## src/afrc_pkg.sv

```systemverilog
// ----------------------------------------------------------------------------
// afrc_pkg
// Shared codes and types for the API frame receive checker.
// ----------------------------------------------------------------------------
package afrc_pkg;

	localparam logic [2:0] PH_IDLE   = 3'd0;
	localparam logic [2:0] PH_LEN_HI = 3'd1;
	localparam logic [2:0] PH_LEN_LO = 3'd2;
	localparam logic [2:0] PH_DATA   = 3'd3;
	localparam logic [2:0] PH_CHECK  = 3'd4;

	localparam logic [7:0] START_DELIM = 8'h7E;
	localparam logic [7:0] SUM_BASE    = 8'hFF;

	localparam int ADDR_BYTES = 8;

	typedef struct packed {
		logic        checksum_ok;
		logic [7:0]  frame_type;
		logic [63:0] src_addr;
		logic [15:0] frame_length;
	} res_t;

endpackage

```

## src/afrc_parse.sv

```systemverilog
// ----------------------------------------------------------------------------
// afrc_parse
// Frame parser: phase tracking, length capture, running sum, type and
// address capture, and checksum verdict on the final byte.
// ----------------------------------------------------------------------------
module afrc_parse
	import afrc_pkg::*;
(
	input  logic       clk,
	input  logic       arst_n,
	input  logic       step,
	input  logic [7:0] rx_byte,
	output logic       emit,
	output res_t       res
);

	logic [2:0]  phase_q;
	logic [15:0] len_q;
	logic [15:0] cnt_q;
	logic [7:0]  sum_q;
	logic [7:0]  type_q;
	logic [63:0] addr_q;

	logic [15:0] cnt_inc;
	logic [63:0] addr_ins;
	logic        ok;

	assign emit    = (phase_q == PH_CHECK);
	assign cnt_inc = cnt_q + 16'd1;
	assign ok      = (rx_byte == (SUM_BASE - sum_q));

	always_comb begin
		addr_ins = addr_q;
		for (int i = 0; i < ADDR_BYTES; i++) begin
			if (cnt_q == 16'(i + 1)) begin
				addr_ins[63 - 8 * i -: 8] = rx_byte;
			end
		end
	end

	always_comb begin
		res.checksum_ok  = ok;
		res.frame_type   = ok ? type_q : 8'd0;
		res.src_addr     = ok ? addr_q : 64'd0;
		res.frame_length = len_q;
	end

	always_ff @(posedge clk or negedge arst_n) begin
		if (!arst_n) begin
			phase_q <= PH_IDLE;
			len_q   <= '0;
			cnt_q   <= '0;
			sum_q   <= '0;
			type_q  <= '0;
			addr_q  <= '0;
		end else if (step) begin
			case (phase_q)
				PH_IDLE: begin
					if (rx_byte == START_DELIM) begin
						len_q   <= '0;
						cnt_q   <= '0;
						sum_q   <= '0;
						type_q  <= '0;
						addr_q  <= '0;
						phase_q <= PH_LEN_HI;
					end
				end
				PH_LEN_HI: begin
					len_q   <= {rx_byte, 8'd0};
					phase_q <= PH_LEN_LO;
				end
				PH_LEN_LO: begin
					len_q   <= {len_q[15:8], rx_byte};
					phase_q <= ({len_q[15:8], rx_byte} == 16'd0) ? PH_CHECK : PH_DATA;
				end
				PH_DATA: begin
					sum_q <= sum_q + rx_byte;
					if (cnt_q == 16'd0) begin
						type_q <= rx_byte;
					end
					addr_q <= addr_ins;
					cnt_q  <= cnt_inc;
					if (cnt_inc == len_q) begin
						phase_q <= PH_CHECK;
					end
				end
				PH_CHECK: begin
					phase_q <= PH_IDLE;
				end
				default: begin
					phase_q <= PH_IDLE;
				end
			endcase
		end
	end

endmodule

```

## config.mk

```make
export PLATFORM = sky130hd
export DESIGN_NAME = afrc_parse
export DESIGN_NICKNAME = d
export VERILOG_FILES = /design/src/afrc_pkg.sv /design/src/afrc_parse.sv
export SDC_FILE = /design/constraint.sdc
export NUM_CORES = 1
export LEC_CHECK = 0
export BUFFER_PORTS_ARGS = -buffer_cell sky130_fd_sc_hd__buf_2
export CAP_MARGIN = 20
export CELL_PAD_IN_SITES_DETAIL_PLACEMENT = 1
export CELL_PAD_IN_SITES_GLOBAL_PLACEMENT = 1
export CORE_AREA = 2 2 122 124
export CTS_CLUSTER_DIAMETER = 80
export CTS_CLUSTER_SIZE = 16
export DETAILED_ROUTE_END_ITERATION = 8
export DIE_AREA = 0 0 124 126
export GPL_TIMING_DRIVEN = 0
export PLACE_DENSITY = 0.91
export SETUP_SLACK_MARGIN = 0.1
export SLEW_MARGIN = 15
export SYNTH_ARGS = -nofsm -noshare
export SYNTH_HDL_FRONTEND = slang
export SYNTH_SLANG_ARGS = --single-unit
```

## constraint.sdc

```tcl
create_clock -name clk -period 3.3 [get_ports clk]
set_input_delay 0.66 -clock clk [delete_from_list [all_inputs] [get_ports clk]]
set_output_delay 0.66 -clock clk [all_outputs]
set_load 0.02 [all_outputs]
```

======== Word level (Yosys, flattened, before mapping) ========
Index checks and enable logic that the tools add are counted.
storage, ports and cells
  output and inout bits ................... 90
  bits in registers ....................... 115
  word-level logic and storage cells ...... 86
cells by class
  multiplexer cells ....................... 23
  add/subtract/negate cells ............... 3
  reductions and logical operators ........ 19
  bitwise logic cells ..................... 1
  equal/unequal tests ..................... 26
operators by type and width
  cell                     count
  $mux W64                 2
  $pmux W64 S2             1
  $mux W8                  11
  $eq A16 B3 Y1 const B    4
  $pmux W16 S3             1
  $reduce_and A4 Y1        10
  $eq A16 B2 Y1 const B    2
  $logic_not A16 Y1        2
  $pmux W16 S2             1
  $pmux W8 S2              2
  $ne A2 B2 Y1 const B     11
  $add A16 B1 Y16 const B  1
  $eq A16 B1 Y1 const B    1
  $eq A16 B16 Y1           1
  $eq A16 B4 Y1 const B    1
  $mux W16                 1
  $pmux W3 S4              1
  $mux W3                  3
  $reduce_and A3 Y1        3
  $add A8 B8 Y8            1
  $eq A8 B7 Y1 const B     1
  $eq A8 B8 Y1             1
  $sub A8 B8 Y8 const A    1
  $eq A3 B2 Y1 const B     2
  other kinds (6)          7

======== Logic depth before layout (Yosys ltp) ========
Gate-level depths: netlist of the first run.
  depth in word-level cells ............... 4
  gate-level depth with buffers ........... 9
  mapped depth without buffers ............ 8

======== Worst setup path before layout of the first run ========
Ideal clock, no wire load.
  path kind ............................... input -> output
  start ................................... in rx_byte[2]
  end ..................................... out res[70] (netlist name)
  path slack .............................. 0.526 ns
  arrival ................................. 2.114 ns
  cell stages on the path ................. 5
  cell sequence ........................... ha_1 > nand4_1 > nor3_1 > clkbuf_1 > and2_1
RTL lines
  item         RTL line          text
  from (decl)  afrc_parse.sv:12  input logic [7:0] rx_byte,
  to (decl)    afrc_parse.sv:14  output res_t res

==> reports/results.md, run 1 <==
• detailed-route via count: 5207
• sequential element share of the synthesized area: 0.465
• detailed-route DRC error count: 0
• least setup slack across all paths after layout: 0.200 ns
• RSZ-0062 raised after global routing: no
• largest net degree at the start of global routing: 91
• combined area of the multi-input logic cells: 3130 µm²
• Worst Max-Slew Pin Slew: 0.897 ns
• leading post-synthesis cells by instance count: sky130_fd_sc_hd__dfrtp_1, sky130_fd_sc_hd__and2_1, sky130_fd_sc_hd__mux2_2, sky130_fd_sc_hd__nand2_1, sky130_fd_sc_hd__o21ai_0
• clock transition at the registers of the reported paths: 0.05 ns
• wire length of the first global-routing pass: 31400 µm
• number of global-route vias before repair: 5554
• leakage component of the power: 3.52 nW
• final critical path time including I/O delays and setup: 3.10 ns
• adder-cell share of the synthesized area: 0.0255
• mux contribution to synthesized area: 0.131
• top cells by area, synth: sky130_fd_sc_hd__dfrtp_1, sky130_fd_sc_hd__mux2_2, sky130_fd_sc_hd__and2_1, sky130_fd_sc_hd__nand2_1, sky130_fd_sc_hd__o21ai_0
• per-cell via count in the routed design: 5.70
• initial antenna violation count: 0
• Worst EP arrival: 2.44 ns
• fmax: 323 MHz
• core box area: 14300 µm²
• Root Buffer Master: sky130_fd_sc_hd__clkbuf_16
• Worst IR Drop VDD: 0.509 mV
• port bufs: 99
• non-filler cells, final: 914
• FFs w/ async S/R, synth: 1.00
• placed cells: 882
• ratio of final minimum period to clock period: 0.939
• normalized max-slew margin: 0.401
• portion of total power attributed to the clock network: 0.264
• kind of end point of the critical path: output pin
• clock sink total: 115
• # H-tree levels: 4
• iteration count of the initial detailed-routing pass: 5
• fraction of final layout cells with drive strength greater than 1: 0.327
• final total negative setup slack: 0 ns
• fin. max-slew vios: 0
• max-capacitance violation count: 0
• fin nets: 740
• Post-CTS Setup Repair Bufs: 0
• leading area contributor after synthesis: sky130_fd_sc_hd__dfrtp_1
• routability-driven placement congestion ratio: 0.899
• synthesized netlist net count: 620
• synthesized area per cell: 10.4 µm²
• standard-cell rows: 44
• synthesized-area fraction occupied by and/or/nand/nor cells: 0.197
• post-synth design cell area: 6190 µm²
• critical path class: input port to output pin
• complex-gate fraction of the synthesized area: 0.110
• area growth from synthesis to final layout: 21.9%
• final clock skew: 0.00860 ns
• status: complete, no violations
• number of buffers on the longest clock path: 2
• synthesized netlist cell count: 597
• EDFF count, synth: 0
• routed wirelength normalized by instance count: 21.3 µm
• total I/O pin count: 101
• count leader, synth: sky130_fd_sc_hd__dfrtp_1
• total power: 6.59 mW
• height of the die: 126 µm
• wirelength, routed: 19400 µm
• switching pwr: 2.41 mW
• number of failing setup endpoints in the final timing report: 0
• placed wire-length estimate after detailed placement: 13400 µm
• CP Launch Type: input port
• switching portion of total power: 0.366
• fraction of synthesized cell area taken by the top area cell type: 0.465
• cts bufs inserted: 17
• Horiz. Die Dim: 124 µm
• combinational power share: 0.370
• synth warn: 0
• starting density of the core: 0.433
• count of filler cells inserted in the layout: 1614
• CP Max Fanout: 10
• die footprint: 15600 µm²
• Hold Vio Cnt, Final: 0
• power per cell area: 874 nW/µm²
• TritonCTS clock tree: built
• main combinational cell family by area after synthesis: simple AND/OR/NAND/NOR gates
• ant diodes: 0
• initial DRC count: 254
• GRT Resource Usage Total: 0.266
• number of nets with antenna violations after routing: 0
• xor/xnor cell area share of the yosys netlist: 0.0394
• Storage cell area: 2880 µm²
• dpl ws: -0.158 ns
• later-pin clock latency in the skew report: 0.42 ns
• unique cell type count in the Yosys netlist: 53
• global-route congestion overflow total: 0
• path category of the worst min-delay check: input port to asynchronous set/reset pin
• Yosys reg bits: 115
• sequential share of power: 0.366
• CTS Hold Buffers Added: 0
• prevailing post-synth register cell: sky130_fd_sc_hd__dfrtp_1
• internal power: 4.18 mW
• CP Data Required Time: 2.64 ns
layout by cell type, fill, tap and decap left out, types with 3 or more instances in the layout:
cell type and count:
sky130_fd_sc_hd__a22o_1 11, sky130_fd_sc_hd__nor4_1 9, sky130_fd_sc_hd__nor2_1 22, sky130_fd_sc_hd__dfrtp_1 115
sky130_fd_sc_hd__clkbuf_16 17, sky130_fd_sc_hd__buf_4 5, sky130_fd_sc_hd__a21oi_1 12, sky130_fd_sc_hd__clkinv_2 5
sky130_fd_sc_hd__clkinvlp_4 5, sky130_fd_sc_hd__a21oi_2 9, sky130_fd_sc_hd__o21ai_0 39, sky130_fd_sc_hd__o31ai_1 5
sky130_fd_sc_hd__nor3_1 7, sky130_fd_sc_hd__nand4_1 8, sky130_fd_sc_hd__a21o_1 4, sky130_fd_sc_hd__inv_1 5
sky130_fd_sc_hd__ha_1 10, sky130_fd_sc_hd__nor3b_1 3, sky130_fd_sc_hd__clkbuf_1 24, sky130_fd_sc_hd__buf_2 104
sky130_fd_sc_hd__nand3_1 11, sky130_fd_sc_hd__and2_1 84, sky130_fd_sc_hd__and4_1 3, sky130_fd_sc_hd__nand2_1 56
sky130_fd_sc_hd__clkbuf_2 5, sky130_fd_sc_hd__mux2_2 72, sky130_fd_sc_hd__nand2b_1 3, sky130_fd_sc_hd__xnor2_1 15
sky130_fd_sc_hd__a31oi_1 5, sky130_fd_sc_hd__o41ai_1 3, sky130_fd_sc_hd__xor2_1 11
layer usage:
| layer | part of all wire | wire [µm] | vias to the layer above | track usage |
|---|---|---|---|---|
| li1 | - | - | 2332 | - |
| met1 | 0.41 | 7960 | 2668 | 0.319 |
| met2 | 0.52 | 10100 | 172 | 0.463 |
| met3 | 0.051 | 990 | 35 | 0.0684 |
| met4 | 0.019 | 369 | 0 | 0.0806 |
| met5 | 0 | 0 | - | 0 |
final cells by class:
type                       instances  share of cell area
clock inverter                    13              0.0146
inverter                           5             0.00249
tap                              184              0.0305
sequential                       115               0.381
buffer                            41              0.0252
timing repair buffer             101              0.0711
clock buffer                      19              0.0600
multi-input combinational        436               0.415
metrics by stage:
stage          area, µm²   util  hold slack (ns)
4_1_cts             7540  0.527           0.0994
2_1_floorplan       6190      -            0.364
3_3_place_gp        6920  0.483            0.469
5_1_grt             7550  0.527            0.110
3_5_place_dp        6960  0.486            0.485
6_report            7550  0.527            0.106
power groups by stage:
stage / Combinational (mW) / Sequential (mW) / Clock (mW)
detailed placement: 2.39 / 2.41 / 0
finish: 2.44 / 2.42 / 1.74
global route: 2.67 / 2.48 / 1.83
global placement: 2.22 / 2.34 / 0
CTS: 2.43 / 2.42 / 1.77
floorplan: 1.71 / 2.32 / 0
sequential cells by signal (all words and copies together), names as in the netlist:
name     flops
cnt_q       16
len_q       16
addr_q      64
phase_q      3
type_q       8
sum_q        8
critical path, cell delays in order:
cell and delay [ns]:
sky130_fd_sc_hd__buf_2 0.18, sky130_fd_sc_hd__ha_2 0.39, sky130_fd_sc_hd__nand3_1 0.12, sky130_fd_sc_hd__nor3_4 0.28, sky130_fd_sc_hd__buf_4 0.21, sky130_fd_sc_hd__clkbuf_2 0.20
sky130_fd_sc_hd__and2_1 0.19, sky130_fd_sc_hd__buf_2 0.20
timing repair:
| item | CTS | global route |
|---|---|---|
| endpoints found under the setup margin | 52 | 44 |
| gates resized for setup | 7 | 4 |
| gates cloned | 0 | 0 |
| pin swaps | 0 | 1 |
logic make-up after synthesis:
family          count (synthesis)
simple gates                  222
flops                         115
compound gates                103
mux                            72
buf+inv                        46
xor+xnor                       27
fa+ha+maj                      12
worst paths after layout:
| path | startpoint | cells past startpoint | slack [ns] | end |
|---|---|---|---|---|
| worst max register to register | cnt_q[1] | 8 | 0.25 | phase_q[0] |
| worst min register to register | addr_q[36] | 1 | 0.50 | addr_q[36] |
| min in group clk | addr_q[36] | 1 | 0.50 | addr_q[36] |
| worst max-delay path | rx_byte[4] | 8 | 0.20 | res[54] |
| max in group asynchronous | arst_n | 2 | 2.49 | addr_q[33] |
| worst min-delay path | arst_n | 1 | 0.11 | cnt_q[11] |
No activity file was read; power rests on OpenSTA's default activity.
==> run 2: changes to the inputs <==
CORE_AREA = 2 2 117 119   (was 2 2 122 124)
DIE_AREA = 0 0 119 121   (was 0 0 124 126)
PLACE_DENSITY = 0.95   (was 0.91)
clock period = 3.78 ns   (was 3.3 ns; I/O delays follow)
==> run 2 against run 1 <==
- die area fell by 7.8%
- setup slack improved by 0.032 ns
- critical path depth shrank 1
- cell count down 0.98%
- register-to-register slack improved by 0.33 ns
- worst hold slack improved by 0.083 ns
- sequential share of layout area rose by 0.15 points
- non-clock buffer count decreased by 1
- sequential cell count did not move
- routed wire length increased by 9.4%
- via count rose by 3.0%
==> reports/results.md, run 2 (synthesis results as in run 1) <==
• Horiz. Die Dim: 119 µm
• flip-flop count of the largest register, all copies and words added: 64
• later-pin clock latency in the skew report: 0.43 ns
• Critical Path End: res[37]
• number of global-route vias before repair: 5855
• Worst IR Drop VDD: 0.410 mV
• per-cell via count in the routed design: 5.93
• fmax: 282 MHz
• routability-driven placement congestion ratio: 0.911
• DR WL met2: 10700 µm
• CTS Hold Buffers Added: 0
• hold slack: 0.189 ns
• final critical path time including I/O delays and setup: 3.55 ns
• detailed-route via count: 5365
• TritonCTS clock tree: built
• number of nets with antenna violations after routing: 0
• critical path class: input port to output pin
• global-route congestion overflow total: 0
• status: complete, no violations
• top routing layer used: met4
• register ranked first by flip-flop count: addr_q
• total power: 5.94 mW
• core box area: 13100 µm²
• ratio of final minimum period to clock period: 0.939
• cts bufs inserted: 17
• CP Launch Type: input port
• CP Data Required Time: 3.02 ns
• wire length of the first global-routing pass: 34100 µm
• wirelength, routed: 21200 µm
• final clock skew: 0.0100 ns
• number of failing setup endpoints in the final timing report: 0
• GRT Resource Usage Total: 0.312
• clock transition at the registers of the reported paths: 0.06 ns
• fin. max-slew vios: 0
• max-capacitance violation count: 0
• ant diodes: 0
• normalized max-slew margin: 0.448
• port bufs: 99
• R2R cell count: 7
• worst reg2reg path startpoint: cnt_q[6]
• first element of the critical path: rx_byte[2]
• commonest non-fill, non-tap cells in the layout: sky130_fd_sc_hd__dfrtp_1, sky130_fd_sc_hd__buf_2, sky130_fd_sc_hd__and2_1
• area growth from synthesis to final layout: 21.4%
• routed wirelength normalized by instance count: 23.5 µm
• Worst EP arrival: 2.79 ns
• largest net degree at the start of global routing: 91
• Detail Route met3 WL: 1230 µm
• iteration count of the initial detailed-routing pass: 7
• power per cell area: 790 nW/µm²
• fraction of final layout cells with drive strength greater than 1: 0.316
• standard-cell rows: 42
• placed wire-length estimate after detailed placement: 13600 µm
• initial antenna violation count: 0
• wire length on met1: 8610 µm
• RSZ-0062 raised after global routing: no
• Worst Max-Slew Pin Slew: 0.826 ns
• kind of end point of the critical path: output pin
• initial DRC count: 379
• fin nets: 739
• Post-CTS Setup Repair Bufs: 0
• Reg-to-Reg End: phase_q[0]
• number of buffers on the longest clock path: 2
• total I/O pin count: 101
• most frequent standard cell in the layout excluding fill and tap cells: sky130_fd_sc_hd__dfrtp_1
• largest registers: addr_q (64), cnt_q (16), len_q (16)
• Root Buffer Master: sky130_fd_sc_hd__clkbuf_16
• path category of the worst min-delay check: input port to asynchronous set/reset pin
• leakage component of the power: 3.51 nW
• clock sink total: 115
• # H-tree levels: 4
• CP Max Fanout: 10
• die footprint: 14400 µm²
• flop2flop setup slack: 0.58 ns
• count of filler cells inserted in the layout: 1449
• height of the die: 121 µm
• Hold Vio Cnt, Final: 0
• detailed-route DRC error count: 0
• starting density of the core: 0.473
[run 2: timing repair]
| action | 4_1_cts | 5_1_grt |
|---|---|---|
| endpoints found under the setup margin | 0 | 62 |
| hold endpoints to repair | 0 | 0 |
| gates resized for setup | 0 | 1 |
[run 2: area by class of cell]
| type | count | area (µm²) | share of cell area |
|---|---|---|---|
| multi-input cells | 436 | 3120 | 0.415 |
| flip-flops and latches | 115 | 2880 | 0.383 |
| repair buffers | 100 | 529 | 0.0704 |
| clock buffers | 18 | 429 | 0.0571 |
| well taps | 176 | 220 | 0.0293 |
| plain buffers | 41 | 184 | 0.0245 |
| clock inverters | 14 | 138 | 0.0183 |
| inverters | 5 | 18.8 | 0.00250 |
[run 2: critical path, cell delays in order]
cell                       delay (ns)
sky130_fd_sc_hd__buf_2           0.16
sky130_fd_sc_hd__ha_1            0.39
sky130_fd_sc_hd__nand4_1         0.16
sky130_fd_sc_hd__nor3_4          0.50
sky130_fd_sc_hd__clkbuf_1        0.37
sky130_fd_sc_hd__and2_1          0.24
sky130_fd_sc_hd__buf_2           0.20
[run 2: power by group]
group	switching, mW	internal [mW]	leakage (nW)
logic	1.25	0.976	1.80
clock network	0.606	0.963	0.272
registers	0.397	1.75	1.44
total	2.25	3.69	3.51
[run 2: stage by stage]
step	cell area, µm²	instances	setup TNS [ns]	setup WS [ns]	utilization
after floorplan	6190	597	0	0.814	-
after global placement	6910	872	-2.50	-0.0652	0.528
after detailed placement	6950	873	0	0.221	0.531
after CTS	7510	905	0	0.117	0.574
after global routing	7520	905	0	0.130	0.575
final	7520	905	0	0.232	0.575
[run 2: layer usage]
layer,GRT usage,vias up
met4,0.137,0
li1,-,2338
met3,0.0724,60
met2,0.535,224
met1,0.376,2743
met5,0,-
[run 2: worst min-delay path by stage]
stage                endpoint  cells after the start
detailed placement   sum_q[3]                      2
CTS                 cnt_q[13]                      1
finish              cnt_q[13]                      1
global placement     sum_q[5]                      2
global route        cnt_q[13]                      1
floorplan            sum_q[2]                      2
==> run 3: changes to the inputs <==
BUFFER_PORTS_ARGS = unset   (was -buffer_cell sky130_fd_sc_hd__buf_2)
CORE_AREA = 2 2 111 113   (was 2 2 117 119)
DIE_AREA = 0 0 113 115   (was 0 0 119 121)
DONT_BUFFER_PORTS = 1   (was unset)
REMOVE_ABC_BUFFERS = 1   (was unset)
==> run 3 against run 2 <==
- the run now ends with design-rule violations left
- via count down 9.0%
- sequential cell count unchanged
- cell count down 18%
- die area down 9.8%
- design area down 9.2%
- clock skew up 0.0025 ns
- non-clock buffer count down 135
- combinational power down 12%
- largest cell class unchanged
- worst hold slack worse by 0.18 ns
- register-to-register slack worse by 0.03 ns
- setup slack better by 0.034 ns
- global-route usage down 0.21 points
==> reports/results.md, run 3 (synthesis results as in run 1) <==
• status: complete, but fails checks
• violations in the final reports: design-rule violations
• path category of the worst min-delay check: input port to asynchronous set/reset pin
• later-pin clock latency in the skew report: 0.44 ns
• DR WL met2: 9850 µm
• CP Max Fanout: 21
• placed cells: 707
• total I/O pin count: 101
• core box area: 11800 µm²
• # H-tree levels: 4
• Worst EP arrival: 2.76 ns
• RSZ-0062 raised after global routing: no
• clock sink total: 115
• largest registers: addr_q (64), cnt_q (16), len_q (16)
• CP Data Required Time: 3.02 ns
• Detail Route met3 WL: 1380 µm
• worst reg2reg path startpoint: cnt_q[0]
• routed wirelength normalized by instance count: 26.1 µm
• placed wire-length estimate after detailed placement: 11900 µm
• detailed-route via count: 4881
• cts bufs inserted: 17
• register ranked first by flip-flop count: addr_q
• clock transition at the registers of the reported paths: 0.06 ns
• CTS Hold Buffers Added: 0
• CP Launch Type: flop
• initial DRC count: 391
• routability-driven placement congestion ratio: 0.874
• R2R cell count: 7
• port bufs: 0
• dpl ws: 0.185 ns
• number of buffers on the longest clock path: 2
• starting density of the core: 0.524
• final total negative setup slack: 0 ns
• power per cell area: 844 nW/µm²
• leakage component of the power: 2.91 nW
• largest net degree at the start of global routing: 116
• fin. max-slew vios: 0
• max-capacitance violation count: 0
• fin area: 6830 µm²
• Root Buffer Master: sky130_fd_sc_hd__clkbuf_16
• critical path class: flop to output pin
• first element of the critical path: sum_q[1]
• Hold Vio Cnt, Final: 0
• least setup slack across all paths after layout: 0.266 ns
• number of nets with antenna violations after routing: 0
• kind of end point of the critical path: output pin
• commonest non-fill, non-tap cells in the layout: sky130_fd_sc_hd__dfrtp_1, sky130_fd_sc_hd__and2_1, sky130_fd_sc_hd__mux2_2
• die footprint: 13000 µm²
• per-cell via count in the routed design: 6.59
• standard-cell rows: 40
• flip-flop count of the largest register, all copies and words added: 64
• height of the die: 115 µm
• ant diodes: 0
• GRT Resource Usage Total: 0.310
• Worst IR Drop VDD: 0.473 mV
• wire length of the first global-routing pass: 30200 µm
• fin nets: 604
• iteration count of the initial detailed-routing pass: 9
• number of failing setup endpoints in the final timing report: 0
• final clock skew: 0.0125 ns
• area growth from synthesis to final layout: 10.2%
• initial antenna violation count: 0
• Placement Cell Area: 6240 µm²
• Post-CTS Setup Repair Bufs: 0
• detailed-route DRC error count: 12
• ratio of final minimum period to clock period: 0.930
• most frequent standard cell in the layout excluding fill and tap cells: sky130_fd_sc_hd__dfrtp_1
• fraction of final layout cells with drive strength greater than 1: 0.214
• fmax: 285 MHz
• wire length on met1: 7400 µm
• TritonCTS clock tree: built
• normalized max-slew margin: 0.311
• wirelength, routed: 19400 µm
• global-route congestion overflow total: 0
• non-filler cells, final: 741
• Horiz. Die Dim: 113 µm
• top routing layer used: met4
• final critical path time including I/O delays and setup: 3.51 ns
• Worst Max-Slew Pin Slew: 1.03 ns
• number of global-route vias before repair: 5225
## run 3: cell types whose count changed in the layout (fill, tap and decap cells not counted), moves of 2 or more
cell / before / now
sky130_fd_sc_hd__clkinv_2: 6 / 4
sky130_fd_sc_hd__clkinv_4: 0 / 3
sky130_fd_sc_hd__clkbuf_1: 30 / 0
sky130_fd_sc_hd__buf_4: 4 / 1
sky130_fd_sc_hd__buf_2: 104 / 1
sky130_fd_sc_hd__inv_6: 2 / 4
## run 3: path summary, 6_finish.rpt
path	end	slack, ns
max	res[50]	0.27
min	addr_q[41]	0.01
max reg2reg	phase_q[0]	0.55
min reg2reg	addr_q[27]	0.50
max in group asynchronous	cnt_q[11]	3.56
min in group clk	len_q[15]	0.46
## run 3: critical path: stages (launching register included)
cell                      delay, ns
sky130_fd_sc_hd__dfrtp_1       0.46
sky130_fd_sc_hd__ha_1          0.36
sky130_fd_sc_hd__nand4_1       0.19
sky130_fd_sc_hd__nor3_4        0.53
sky130_fd_sc_hd__buf_6         0.25
sky130_fd_sc_hd__buf_4         0.23
sky130_fd_sc_hd__and2_1        0.29
## run 3: power breakdown
group	internal [mW]	leakage, nW	switching [mW]
Combinational	0.901	1.20	1.06
Clock	0.906	0.270	0.644
Sequential	1.75	1.44	0.508
## run 3: timing repair
action / in CTS / in global routing
gates resized for setup: 1 / 0
endpoints found under the setup margin: 34 / 11
pin swaps: 0 / 1
## run 3: metrics by stage
stage,power (mW),utilization,hold slack [ns]
floorplan,3.46,-,0.454
global placement,3.81,0.524,0.465
detailed placement,4.07,0.529,0.463
CTS,5.73,0.577,0.00847
global route,6.02,0.578,0.00557
finish,5.76,0.578,0.0127
## run 3: final cells by class
class                   count  area, µm²
well taps                 147        184
inverters                   5       18.8
flip-flops and latches    115       2880
repair buffers              6       61.3
multi-input cells         436       3130
clock buffers              17        425
clock inverters            15        134
fillers                  1269       4980
## run 3: per-layer routing
metal	vias up	global-route usage
met2	247	0.535
li1	2064	-
met5	-	0
met4	0	0.154
met3	62	0.0817
met1	2508	0.359
